File: config.mk
export PLATFORM = sky130hd
export DESIGN_NAME = deadline_ordered_timer_queue
export DESIGN_NICKNAME = d
export VERILOG_FILES = /design/src/sv/dotq_pkg.sv /design/src/sv/dotq_cell.sv /design/src/sv/deadline_ordered_timer_queue.sv
export SDC_FILE = /design/constraint.sdc
export NUM_CORES = 2
export LEC_CHECK = 0
export BUFFER_PORTS_ARGS = -buffer_cell sky130_fd_sc_hd__buf_4
export CAP_MARGIN = 20
export CELL_PAD_IN_SITES_DETAIL_PLACEMENT = 0
export CELL_PAD_IN_SITES_GLOBAL_PLACEMENT = 1
export CORE_ASPECT_RATIO = 0.8
export CORE_MARGIN = 5
export CORE_UTILIZATION = 51
export CTS_CLUSTER_DIAMETER = 50
export CTS_CLUSTER_SIZE = 28
export DETAILED_ROUTE_END_ITERATION = 6
export PLACE_DENSITY = 0.93
export SETUP_SLACK_MARGIN = 0.5
export SLEW_MARGIN = 25
export SYNTH_ARGS = -nofsm -noshare
export SYNTH_HDL_FRONTEND = slang
export SYNTH_HIERARCHICAL = 1
export SYNTH_SLANG_ARGS = --single-unit
File: constraint.sdc
create_clock -name clk_i -period 10.8 [get_ports clk_i]
set_input_delay 0.54 -clock clk_i [delete_from_list [all_inputs] [get_ports clk_i]]
set_output_delay 0.54 -clock clk_i [all_outputs]
set_load 0.005 [all_outputs]
File: src/sv/dotq_pkg.sv
// shared types and constants for the deadline ordered timer queue
// no dependencies; imported by dotq_cell and deadline_ordered_timer_queue
`default_nettype none
package dotq_pkg;

  localparam int QueueDepth = 16;
  localparam int IdBits     = 8;
  localparam int TimeBits   = 48;
  localparam int IntvBits   = 32;
  localparam int CntBits    = $clog2(QueueDepth + 1);

  typedef enum logic [1:0] {
    REQ_ADD = 2'd0,
    REQ_DEL = 2'd1,
    REQ_SVC = 2'd2
  } req_e;

  typedef enum logic [1:0] {
    ST_OK       = 2'd0,
    ST_NOT_INIT = 2'd1,
    ST_DUP      = 2'd2,
    ST_FULL     = 2'd3
  } status_e;

  typedef enum logic [1:0] {
    CMD_HOLD   = 2'd0,
    CMD_INSERT = 2'd1,
    CMD_DELETE = 2'd2,
    CMD_POP    = 2'd3
  } cell_cmd_e;

  typedef enum logic [1:0] {
    S_IDLE = 2'd0,
    S_EXEC = 2'd1,
    S_SVC  = 2'd2
  } state_e;

  typedef struct packed {
    logic [TimeBits-1:0] deadline;
    logic [IdBits-1:0]   id;
  } entry_t;

  // command and operand broadcast to every cell
  typedef struct packed {
    cell_cmd_e cmd;
    entry_t    ent;
  } cell_bcast_t;

endpackage
`default_nettype wire

File: src/sv/dotq_cell.sv
// one slot of the sorted timer chain: holds a deadline and id, shifts to neighbors
// depends on dotq_pkg
`default_nettype none
module dotq_cell (
  input  logic                 clk_i,
  input  dotq_pkg::cell_bcast_t bc_i,
  input  logic                 occ_i,
  input  logic                 left_le_i,
  input  dotq_pkg::entry_t     left_ent_i,
  input  dotq_pkg::entry_t     right_ent_i,
  input  logic                 pass_i,
  output logic                 le_o,
  output logic                 pass_o,
  output dotq_pkg::entry_t     ent_o
);
  import dotq_pkg::*;

  entry_t ent_q, ent_d;
  logic   hit;

  assign le_o   = occ_i && (ent_q.deadline <= bc_i.ent.deadline);
  assign hit    = occ_i && (ent_q.id == bc_i.ent.id);
  assign pass_o = pass_i | hit;
  assign ent_o  = ent_q;

  always_comb begin
    ent_d = ent_q;
    case (bc_i.cmd)
      CMD_INSERT: begin
        // entries later than the new deadline move one slot right
        if (!le_o) begin
          if (left_le_i) begin
            ent_d = bc_i.ent;
          end else begin
            ent_d = left_ent_i;
          end
        end
      end
      CMD_DELETE: begin
        if (pass_o) begin
          ent_d = right_ent_i;
        end
      end
      CMD_POP: begin
        ent_d = right_ent_i;
      end
      default: begin
        ent_d = ent_q;
      end
    endcase
  end

  always_ff @(posedge clk_i) begin
    ent_q <= ent_d;
  end

endmodule
`default_nettype wire

File: src/sv/deadline_ordered_timer_queue.sv
// Sorted timer queue built from a chain of dotq_cell slots plus a request sequencer.
// Depends on dotq_pkg and dotq_cell.
//
// Usage: requests enter on the in_* valid/ready channel (add, delete or service),
// results leave on the out_* valid/ready channel, one beat per result, with
// last_o set on the final beat of each request. The user must write the enable
// register through cfg_we_i / cfg_wdata_i only while the block is idle; the
// block does not enforce this. A request is taken when in_ready_o is high, which
// is only while the sequencer is idle. Add and delete load their result beat
// from S_EXEC after one compare-and-shift across the cell chain; a new request
// is taken only once that beat is loaded. Service loads F + 1 beats for F fired
// timers, one per cycle while the receiver does not stall, as the chain pops one
// head entry per beat; the final beat carries sleep_us_o, and the next request
// is taken only once it is loaded. The result sits in an output register; if the
// receiver stalls, the sequencer and the cell chain hold until the beat is taken.
// Reset clears the entry count (queue empty), the enable bit, the sequencer and
// the output valid; cell contents are not cleared and are never read while empty.
`default_nettype none
module deadline_ordered_timer_queue (
  input  logic                          clk_i,
  input  logic                          rst_ni,
  input  logic                          cfg_we_i,
  input  logic                          cfg_wdata_i,
  input  logic                          in_valid_i,
  output logic                          in_ready_o,
  input  logic [1:0]                    req_type_i,
  input  logic [dotq_pkg::IdBits-1:0]   entry_id_i,
  input  logic [dotq_pkg::IntvBits-1:0] interval_us_i,
  input  logic [dotq_pkg::TimeBits-1:0] time_now_i,
  output logic                          out_valid_o,
  input  logic                          out_ready_i,
  output logic [1:0]                    status_o,
  output logic                          was_deleted_o,
  output logic                          fired_valid_o,
  output logic [dotq_pkg::IdBits-1:0]   fired_id_o,
  output logic [dotq_pkg::TimeBits-1:0] sleep_us_o,
  output logic                          last_o
);
  import dotq_pkg::*;

  state_e               state_q, state_d;
  logic [CntBits-1:0]   count_q, count_d;
  logic                 enable_q;
  logic [1:0]           req_q;
  logic [IdBits-1:0]    id_q;
  logic [TimeBits-1:0]  now_q;
  logic [TimeBits-1:0]  dl_q;
  logic [TimeBits:0]    dl_sum;

  logic                 out_valid_q;
  logic [1:0]           status_q, status_d;
  logic                 del_q, del_d;
  logic                 fv_q, fv_d;
  logic [IdBits-1:0]    fid_q, fid_d;
  logic [TimeBits-1:0]  sleep_q, sleep_d;
  logic                 last_q, last_d;
  logic                 load;

  cell_bcast_t          bc;
  entry_t               ent  [QueueDepth];
  logic                 occ  [QueueDepth];
  logic                 le   [QueueDepth];
  logic                 pass [QueueDepth];

  logic                 out_free;
  logic                 head_fire;
  logic                 found;
  logic                 full;
  logic                 in_fire;

  // cell chain
  for (genvar i = 0; i < QueueDepth; i++) begin : g_cell
    logic   left_le;
    entry_t left_ent;
    entry_t right_ent;
    logic   pass_in;

    if (i == 0) begin : g_first
      assign left_le  = 1'b1;
      assign left_ent = ent[i];
      assign pass_in  = 1'b0;
    end else begin : g_mid
      assign left_le  = le[i-1];
      assign left_ent = ent[i-1];
      assign pass_in  = pass[i-1];
    end
    if (i == QueueDepth - 1) begin : g_last
      assign right_ent = ent[i];
    end else begin : g_inner
      assign right_ent = ent[i+1];
    end

    assign occ[i] = count_q > CntBits'(i);

    dotq_cell u_cell (
      .clk_i       (clk_i),
      .bc_i        (bc),
      .occ_i       (occ[i]),
      .left_le_i   (left_le),
      .left_ent_i  (left_ent),
      .right_ent_i (right_ent),
      .pass_i      (pass_in),
      .le_o        (le[i]),
      .pass_o      (pass[i]),
      .ent_o       (ent[i])
    );
  end

  assign in_ready_o = (state_q == S_IDLE);
  assign in_fire    = in_valid_i && in_ready_o;
  assign out_free   = !out_valid_q || out_ready_i;
  assign head_fire  = occ[0] && (ent[0].deadline < now_q);
  assign found      = pass[QueueDepth-1];
  assign full       = (count_q == CntBits'(QueueDepth));

  // saturating deadline
  assign dl_sum = {1'b0, time_now_i} + {{(TimeBits + 1 - IntvBits){1'b0}}, interval_us_i};

  // next state
  always_comb begin
    state_d = state_q;
    unique case (state_q)
      S_IDLE: begin
        if (in_fire) begin
          state_d = (req_type_i == REQ_SVC) ? S_SVC : S_EXEC;
        end
      end
      S_EXEC: begin
        if (out_free) begin
          state_d = S_IDLE;
        end
      end
      S_SVC: begin
        if (out_free && !head_fire) begin
          state_d = S_IDLE;
        end
      end
      default: begin
        state_d = S_IDLE;
      end
    endcase
  end

  // chain commands and result beat
  always_comb begin
    bc.cmd          = CMD_HOLD;
    bc.ent.deadline = dl_q;
    bc.ent.id       = id_q;
    count_d         = count_q;
    load            = 1'b0;
    status_d        = ST_OK;
    del_d           = 1'b0;
    fv_d            = 1'b0;
    fid_d           = '0;
    sleep_d         = '0;
    last_d          = 1'b1;
    unique case (state_q)
      S_EXEC: begin
        if (out_free) begin
          load = 1'b1;
          unique case (req_q)
            REQ_ADD: begin
              if (!enable_q) begin
                status_d = ST_NOT_INIT;
              end else if (found) begin
                status_d = ST_DUP;
              end else if (full) begin
                status_d = ST_FULL;
              end else begin
                bc.cmd  = CMD_INSERT;
                count_d = count_q + CntBits'(1);
              end
            end
            REQ_DEL: begin
              if (!enable_q) begin
                status_d = ST_NOT_INIT;
              end else if (found) begin
                bc.cmd  = CMD_DELETE;
                del_d   = 1'b1;
                count_d = count_q - CntBits'(1);
              end
            end
            default: begin
              status_d = ST_OK;
            end
          endcase
        end
      end
      S_SVC: begin
        if (out_free) begin
          load = 1'b1;
          if (head_fire) begin
            bc.cmd  = CMD_POP;
            fv_d    = 1'b1;
            fid_d   = ent[0].id;
            last_d  = 1'b0;
            count_d = count_q - CntBits'(1);
          end else if (enable_q && occ[0]) begin
            sleep_d = ent[0].deadline - now_q;
          end
        end
      end
      default: begin
        load = 1'b0;
      end
    endcase
  end

  always_ff @(posedge clk_i or negedge rst_ni) begin
    if (!rst_ni) begin
      state_q     <= S_IDLE;
      count_q     <= '0;
      enable_q    <= 1'b0;
      out_valid_q <= 1'b0;
    end else begin
      state_q <= state_d;
      count_q <= count_d;
      if (cfg_we_i) begin
        enable_q <= cfg_wdata_i;
      end
      if (load) begin
        out_valid_q <= 1'b1;
      end else if (out_ready_i) begin
        out_valid_q <= 1'b0;
      end
    end
  end

  always_ff @(posedge clk_i) begin
    if (in_fire) begin
      req_q <= req_type_i;
      id_q  <= entry_id_i;
      now_q <= time_now_i;
      dl_q  <= dl_sum[TimeBits] ? {TimeBits{1'b1}} : dl_sum[TimeBits-1:0];
    end
    if (load) begin
      status_q <= status_d;
      del_q    <= del_d;
      fv_q     <= fv_d;
      fid_q    <= fid_d;
      sleep_q  <= sleep_d;
      last_q   <= last_d;
    end
  end

  assign out_valid_o   = out_valid_q;
  assign status_o      = status_q;
  assign was_deleted_o = del_q;
  assign fired_valid_o = fv_q;
  assign fired_id_o    = fid_q;
  assign sleep_us_o    = sleep_q;
  assign last_o        = last_q;

endmodule
`default_nettype wire
=== After elaboration in Yosys (flattened, before gate mapping) ===
Index checks and enable logic that the tools add are counted.

* Input port bits: 96
* Bits in writable memories: 0
* Bits in latches: 0
* Bits in read-only memories: 0
* Memories: 0
* Word-level logic and storage cells: 332
* Register bits after elaboration: 1072
* Output and inout bits: 63

* $lt $le $gt $ge: 33
* Divide/modulo/power cells: 0
* Multipliers: 0
* Bitwise gates (word level): 19
* Reduce and logical (&&, ||, !) cells: 68
* Equality and inequality tests: 65
* Mux-type cells: 97
* Add/subtract/negate cells: 4
* Shift-type cells: 0

{| class="wikitable"
|+ Operators by type and width
! operator !! count
|-
| two-way mux 56 bit || 45
|-
| case mux 56 bit (3 select lines) || 15
|-
| <= comparator 48 bit || 16
|-
| == test 8 bit || 16
|-
| AND reduction 3 bit || 17
|-
| adder 48 x 32 -> 49 bit || 1
|-
| < comparator 48 bit || 1
|-
| subtractor 48 bit || 1
|-
| > comparator 5 x 4 -> 1 bit (second input constant) || 8
|-
| two-way mux 5 bit || 8
|-
| inequality test 2 bit (second input constant) || 19
|-
| logical AND 1 bit || 36
|-
| inequality test 2 x 1 -> 1 bit (second input constant) || 16
|-
| two-way mux 2 bit || 12
|-
| > comparator 5 x 3 -> 1 bit (second input constant) || 4
|-
| case mux 5 bit (2 select lines) || 2
|-
| inequality test 3 bit (second input constant) || 5
|-
| bitwise OR 1 bit || 15
|-
| case mux 2 bit (2 select lines) || 3
|-
| two-way mux 1 bit || 11
|-
| > comparator 5 x 1 -> 1 bit (second input constant) || 2
|-
| > comparator 5 x 2 -> 1 bit (second input constant) || 2
|-
| AND reduction 10 bit || 1
|-
| == test 2 bit (second input constant) || 4
|-
| other kinds (16) || 26
|}

=== Logic depth before layout (Yosys ltp) ===
* Depth in word-level cells: 25
* Mapped depth: 27
* Gate-level depth less buffers: 26

=== Hierarchy ===
Netlist, hierarchy kept.

{| class="wikitable"
|+ Modules (own cells, without submodules)
! module !! seq. area each (µm²) !! cells each !! times used !! area an instance (µm²)
|-
| dotq_cell || 1681.6 || 431 || 16 || 4144.0
|-
| deadline_ordered_timer_queue || 5240.0 || 1181 || 1 || 11776.3
|}

=== Least setup slack after synthesis ===
No wires, ideal clock.

* Path type: register -> register
* Start: register id_q[7]
* End: register g_cell[0].u_cell.ent_q, in the netlist g_cell[0].u_cell/ent_o[0], enable pin
* Stages on the path, launching flop included: 25
* Arrival: 7.742 ns
* Data required time: 10.377 ns
* Slack: 2.634 ns
* Setup time: 0.423 ns
* Path buffers: 0
* Period minus slack after synthesis: 8.166 ns
* Path through: edfxtp_1 -> xor2_1 -> nor4_1 -> a41o_1 -> a41o_1 -> a41o_1 -> a41o_1 -> a41o_1 -> a41o_1 -> a41o_1 -> a41o_1 -> a41o_1 -> a41o_1 -> a41o_1 -> a41o_1 -> a41o_1 -> a41o_1 -> a41o_1 -> a41o_1 -> a21oi_1 -> a21oi_1 -> nor2b_1 -> o22ai_1 -> nor2_1 -> o31a_1

{| class="wikitable"
|+ RTL lines
! item !! RTL line !! text
|-
| from (decl) || deadline_ordered_timer_queue.sv:45 || <nowiki>logic [IdBits-1:0] id_q;</nowiki>
|-
| from (signal assigned) || deadline_ordered_timer_queue.sv:232 || <nowiki>id_q <= entry_id_i;</nowiki>
|-
| to (signal assigned) || dotq_cell.sv:54 || <nowiki>ent_q <= ent_d;</nowiki>
|-
| to (decl) || dotq_cell.sv:18 || <nowiki>entry_t ent_q, ent_d;</nowiki>
|}

==> impl_metrics.toml <==
[status]
status = "finished, violations left"
failed_checks = "DRC"

[critical_path]
r2r_slack_ns = 2.25
crit_end = "g_cell[14].u_cell/ent_o[43]"
crit_path_frequent_cell = "a41o_1"
cp.required_ns = 11.21
slowest_delay_ns = 0.74
rr_endpoint = "g_cell[14].u_cell/ent_o[43]"
critPathSlowestCell = "o31a_2"
cp_data_arrival_time_ns = 8.97
critPathLaunchType = "register"
path_max_fanout = 32
critPathKind = "reg -> reg"
cp-end-kind = "register"
r2r_start = "count_q[0]"
critPathLaunch = "count_q[0]"
rr_worst_depth = 27

[global_route]
grt_pass1_wl_mm = 336.1
grt_max_degree = 301
antenna_found_initial = 5
grt_overflow_total = 0
grt_pass1_vias = 60580
grt_usage_pct = 25.60

[place]
dp_hpwl_mm = 159.1
dp.cells = 10050
gp_congestion = 0.9819
pre_cts_ws_ns = 2.328
port_buffers = 158

[floorplanning]
coreArea_um2 = 152100
rows = 128
chipWidth_um = 447.4
die_area_um2 = 161100
io_pins = 159
dieHeight_um = 360.0
floorplan.initialDensity_pct = 51.32

[cells_and_area]
multi_input_area_um2 = 41590
fin_cells = 10340
area_growth_pct = 10.89
regArea_um2 = 32150
n_fill_cell = 12800
drive_gt1_share_pct = 7.594
nets = 9173
final_util_pct = 56.90

[detailed_routing]
via_per_inst = 6.088
drtIter0Drc = 6905
ant_nets = 0
wirelength_mm = 214.1
wl_met2_mm = 93.70
drc_errors = 2
num_vias = 62930
wl_met3_mm = 18.62
drt_pass1_iterations = 7
wl_per_cell_um = 20.71
wl_met1_mm = 98.21
maxUsedRoutingLayer = "met5"

[synthesis]
avgSynthCellArea_um2 = 9.668
synth_warnings = 6
syn_area_um2 = 78070
syn_inst = 8076

[clocking]
clock_latency_ns = 0.76
hold_buffers = 59
cts_buffer_depth = 3
cts_sinks = 1072
cts_tree = "done"
htree_levels = 3
cts_resized = 0
post_cts_buffers = 0
clockRootBuffer = "clkbuf_16"
cts_made_buffers = 117
clkTransAtPathRegs_ns = 0.07

[timing]
finalSetupTns_ns = 0
final-max-slew-violation-count = 0
slew_headroom_pct = 18.20
rsz0062_at_grt = "no"
min_period_ns = 8.554
fin_skew_ns = 0.03173
setup_viol = 0
finalHoldViolCount = 0
tightest_slew_ns = 1.216
fmax_mhz = 116.9
whs_ns = 0.06212
setup_ws_ns = 2.246
period_share_pct = 79.20

[pwr]
cellPowerDensity_nw_per_um2 = 194.7
cellLeakagePower_uw = 0.03516
ir_drop_uv = 134.1

[job]
cap_violations = 0

[hold_path]
hp-class = "in -> reg"
## registers in the layout, indices dropped and copies added, names as in the netlist, 5 cells and up
signal	flops
g_cell.u_cell/ent_o	896
dl_q	48
now_q	48
sleep_us_o	48
fired_id_o	8
id_q	8
count_q	5
## cell type report
type	instances	share of cell area, %
Antenna cell	1	0.002890
Clock buffer	126	3.445
Clock inverter	96	1.411
Inverter	857	3.716
Multi-Input combinational cell	5819	48.04
Sequential cell	1072	37.13
Tap cell	2015	2.912
Timing Repair Buffer	352	3.344
## worst min-delay path by stage
stage                              start         end  cells after the start
after floorplan                   rst_ni  count_q[0]                      0
after global placement            rst_ni    enable_q                      1
after detailed placement          rst_ni    enable_q                      1
after CTS                 time_now_i[35]   now_q[35]                      1
after global routing      time_now_i[35]   now_q[35]                      1
final                     time_now_i[35]   now_q[35]                      1
## metal layers
metal / track usage (%) / vias up
met2: 39.09 / 2302
met5: 0 / -
met3: 4.485 / 268
li1: - / 29530
met4: 4.710 / 2
met1: 38.43 / 30830
## worst max-delay path: cells and delay by family, from the launching register on
kind / cells / cell delay, ns
compound gates: 20 / 5.19
fa+ha+maj: 1 / 0.18
buf+inv: 2 / 0.67
flops: 1 / 0.47
simple gates: 4 / 1.65
## report_power, final
group / internal, µW / switching [µW] / leakage [µW]
clock network: 2390 / 1990 / 0.00201
registers: 5430 / 251 / 0.00977
logic: 2660 / 4130 / 0.0234
## through the flow
stage | cell area [µm²] | total power (µW)
after floorplan | 78080 | 10480
after global placement | 81620 | 12060
after detailed placement | 81700 | 12390
after CTS | 86490 | 16800
after global routing | 86570 | 17790
final | 86580 | 16860
## placed cells by master, fill, tap and decap left out, types with 19 or more instances in the layout
master / n
nand3_1: 125
a21o_1: 106
xnor2_1: 52
nor4_1: 24
nor2_1: 171
o21a_1: 24
a21oi_1: 372
dlygate4sd3_1: 59
inv_1: 856
o21ai_0: 1016
nand2_2: 31
xor2_1: 144
nor2b_1: 27
nand2b_1: 44
edfxtp_1: 1063
nand2_1: 1184
nor4_2: 27
mux2i_1: 900
ha_1: 856
inv_8: 19
buf_4: 284
a21boi_0: 20
clkbuf_16: 118
nand4_1: 195
nor3_1: 101
o211ai_1: 39
a211oi_1: 40
Note: power is estimated with default switching activity, not from simulation.
